### config.mk
export PLATFORM = sky130hd
export DESIGN_NAME = salc_ram
export DESIGN_NICKNAME = d
export VERILOG_FILES = /design/src/design/salc_ram.sv
export SDC_FILE = /design/constraint.sdc
export NUM_CORES = 1
export LEC_CHECK = 0
export ABC_CLOCK_PERIOD_IN_PS = 3100
export BUFFER_PORTS_ARGS = -buffer_cell sky130_fd_sc_hd__buf_2
export CORE_ASPECT_RATIO = 1.25
export CORE_MARGIN = 2
export CORE_UTILIZATION = 40
export CTS_BUF_LIST = sky130_fd_sc_hd__clkbuf_4 sky130_fd_sc_hd__clkbuf_8
export DETAILED_ROUTE_END_ITERATION = 12
export PLACE_DENSITY = 0.53
export SLEW_MARGIN = 20
export SYNTH_ARGS = -nofsm -noshare
export SYNTH_HDL_FRONTEND = slang
export SYNTH_SLANG_ARGS = --single-unit
### constraint.sdc
create_clock -name clk -period 3.1 [get_ports clk]
set_input_delay 0.465 -clock clk [delete_from_list [all_inputs] [get_ports clk]]
set_output_delay 0.465 -clock clk [all_outputs]
set_load 0.02 [all_outputs]
### src/design/salc_ram.sv
// Generic single-write, single-read RAM with registered read data.
// No dependencies.
`default_nettype none

module salc_ram #(
  parameter int W     = 8,
  parameter int DEPTH = 16
) (
  input  wire logic                     clk,
  input  wire logic                     we,
  input  wire logic [$clog2(DEPTH)-1:0] waddr,
  input  wire logic [W-1:0]             wdata,
  input  wire logic [$clog2(DEPTH)-1:0] raddr,
  output logic      [W-1:0]             rdata
);

  logic [W-1:0] mem [DEPTH];

  // Write port and registered read port
  always_ff @(posedge clk) begin
    if (we) begin
      mem[waddr] <= wdata;
    end
    rdata <= mem[raddr];
  end

endmodule

`default_nettype wire

==> results.sh <==
export IMPL_outcome="complete, no violations"
export IMPL_ant_nets=0
export IMPL_drtPass1Iterations=4
export IMPL_core_area_mm2=0.0126
export IMPL_grt_pass1_wl_um=15200
export IMPL_area_delta_synth_final_pct=14.3
export IMPL_crit_path_start_kind="input port"
export IMPL_grt_start_max_net_pins=31
export IMPL_dp_slack_ns=1.04
export IMPL_avgRoutedWirePerCell_um=21.9
export IMPL_nets=297
export IMPL_drive_gt1_frac=0.315
export IMPL_fill_cells=1055
export IMPL_postCtsSetupBuffers=0
export IMPL_cts_buffers=17
export IMPL_drt_total_wl_um=10100
export IMPL_crit_end="rdata[7]$_DFF_P_"
export IMPL_die_h_um=131
export IMPL_synthMuxAreaShare=0.150
export IMPL_vias=2345
export IMPL_timing_hold_ws_ns=0.429
export IMPL_max_stage_delay_ns=0.59
export IMPL_hold_viol=0
export IMPL_clock_skew_ns=0.0125
export IMPL_synth_top_family_by_area="multiplexers"
export IMPL_hold_class="in -> reg"
export IMPL_fmax_ghz=0.632
export IMPL_period_needed_ns=1.58
export IMPL_report_final_slew_viol_count=0
export IMPL_synthXorXnorAreaFrac=0
export IMPL_cp_arrival_ns=1.90
export IMPL_gp_congestion=0.731
export IMPL_synthCells=229
export IMPL_drtIter0Drc=176
export IMPL_cp_depth=4
export IMPL_clock_latency_ns=0.43
export IMPL_synth_simple_area_share=0.0318
export IMPL_placed_area_mm2=0.00552
export IMPL_clk_pin_slew_ns=0.07
export IMPL_critPathSlowestCell="buf_2"
export IMPL_io_pin_count=26
export IMPL_path_delay_family="buffers and inverters"
export IMPL_vias_per_cell=5.10
export IMPL_grt_usage=0.159
export IMPL_hpwl_um=6620
export IMPL_fp_dieW_um=105
export IMPL_cts_sinks=136
export IMPL_critical_path_class="in -> reg"
export IMPL_p_per_area_mw_per_mm2=610
export IMPL_worstPathCellList="buf_2, mux4_2, a22oi_1, nand2_1"
export IMPL_fin_crit_sh=0.510
export IMPL_layout_setup_ws_ns=1.52
export IMPL_synth_warnings=0
export IMPL_antenna_found_initial=0
export IMPL_cp_required_ns=3.41
export IMPL_cap_violations=0
export IMPL_start_util=0.408
export IMPL_avgSynthCellArea_um2=22.5
export IMPL_min_path_cells=1
export IMPL_io_buffers=25
export IMPL_synth_compound_area_share=0.0233
export IMPL_p_leak_nw=1.97
export IMPL_diodes=0
export IMPL_setup_viol=0
export IMPL_critPathCaptureType="flip-flop"
export IMPL_cts_tree="built"
export IMPL_irDropWorstVdd_v=0.000319
export IMPL_worst_r2r_path_depth=3
export IMPL_worstSetupStartpoint="raddr[1]"
export IMPL_yosysSeqAreaShare=0.778
export IMPL_setup_tns_ns=0
export IMPL_synth_adder_area_share=0
export IMPL_route_detailed_drc=0
export IMPL_crit_buf_inv=1
export IMPL_critPathMaxFanout=30
export IMPL_rsz0062_at_grt="no"
export IMPL_syn_nets=247
export IMPL_synth_area_mm2=0.00515
export IMPL_r2r_start="mem[2][3]$_DFFE_PP_"
export IMPL_cts_buffer_depth=2
export IMPL_hold_buffers=0
export IMPL_r2r_slack_ns=1.71
export IMPL_synth_seq_cells=136
export IMPL_slew_headroom=0.364
export IMPL_cts_root_buf="clkbuf_8"
export IMPL_tightest_slew_ns=0.950
export IMPL_die_area_mm2=0.0138
export IMPL_gr_total_overflow=0
export IMPL_num_rows=46
export IMPL_r2r_end="rdata[3]$_DFF_P_"
export IMPL_cts_resized=0
export IMPL_htreeDepth=4
export IMPL_synth_cell_types=19
export IMPL_first_global_vias=2438
export IMPL_final_cell_area_mm2=0.00588
kinds of logic (layout without fill, tap and decap cells):
kind of cell | Yosys count | after routing
AOI/OAI and AO/OA | 16 | 16
buffers and inverters | 10 | 73
DFF | 136 | 136
muxes | 32 | 32
and+or+nand+nor | 35 | 35
cell type report:
type                    instances  area, µm²  area share
well taps                     168        210      0.0357
repair buffers                 41        245      0.0417
clock inverters                 9       75.1      0.0128
clock buffers                  23        292      0.0496
multi-input cells              83       1060       0.180
flip-flops and latches        136       4000       0.681
how the worst min path moves through the flow:
| stage | startpoint | endpoint | slack (ns) |
|---|---|---|---|
| after detailed placement | mem[7][2]$_DFFE_PP_ | rdata[2]$_DFF_P_ | 0.67 |
| after floorplan | wdata[0] | mem[0][0]$_DFFE_PP_ | 0.56 |
| final | wdata[1] | mem[5][1]$_DFFE_PP_ | 0.43 |
| after global placement | mem[8][5]$_DFFE_PP_ | rdata[5]$_DFF_P_ | 0.66 |
| after CTS | wdata[7] | mem[11][7]$_DFFE_PP_ | 0.40 |
| after global routing | wdata[3] | mem[12][3]$_DFFE_PP_ | 0.41 |
flip-flops by register name, indices dropped and copies added, names as in the netlist:
signal / cells
rdata: 8
mem: 128
report_power, final:
| group | switching, mW | internal, mW | total (mW) |
|---|---|---|---|
| Sequential | 0.0103 | 2.05 | 2.06 |
| Clock | 0.624 | 0.703 | 1.33 |
| Combinational | 0.121 | 0.0789 | 0.200 |
| Total | 0.756 | 2.84 | 3.59 |
cell usage after synthesis:
library cell	count	area (µm²)
nor3_1	4	20.0
and2b_1	1	7.51
nand3b_1	2	15.0
nor2_1	13	48.8
buf_6	3	33.8
nand2b_1	2	12.5
and2_1	1	6.26
or3b_2	1	8.76
buf_2	3	15.0
a22oi_1	16	120
edfxtp_1	128	3840
clkdlybuf4s25_2	3	30.0
mux4_1	14	368
nor2b_1	1	6.26
dfxtp_1	8	160
nand2_1	9	33.8
mux4_2	18	405
nand3_1	1	5.00
buf_4	1	7.51
layout by cell type, fill, tap and decap left out, drive strengths merged, types with 2 or more instances in the layout:
cell type | synthesis | final
nor2 | 13 | 13
clkinvlp | 0 | 2
a22oi | 16 | 16
dfxtp | 8 | 8
nand3b | 2 | 2
clkbuf | 0 | 23
edfxtp | 128 | 128
clkinv | 0 | 6
mux4 | 32 | 32
nand2b | 2 | 2
nor3 | 4 | 4
buf | 7 | 41
nand2 | 9 | 9
routing by layer:
metal | GRT usage | up-vias | part of all wire
met1 | 0.210 | 1212 | 0.45
met4 | 0.0659 | 0 | 0.013
met5 | 0 | - | 0
met3 | 0.0417 | 9 | 0.042
li1 | - | 1071 | -
met2 | 0.254 | 53 | 0.50
per-stage QoR:
stage,total power [mW],util,instances
2_1_floorplan,2.22,-,229
3_3_place_gp,2.31,0.438,428
3_5_place_dp,2.31,0.438,428
4_1_cts,3.64,0.467,460
5_1_grt,3.73,0.467,460
6_report,3.59,0.467,460
(Power assumes the default switching activity.)
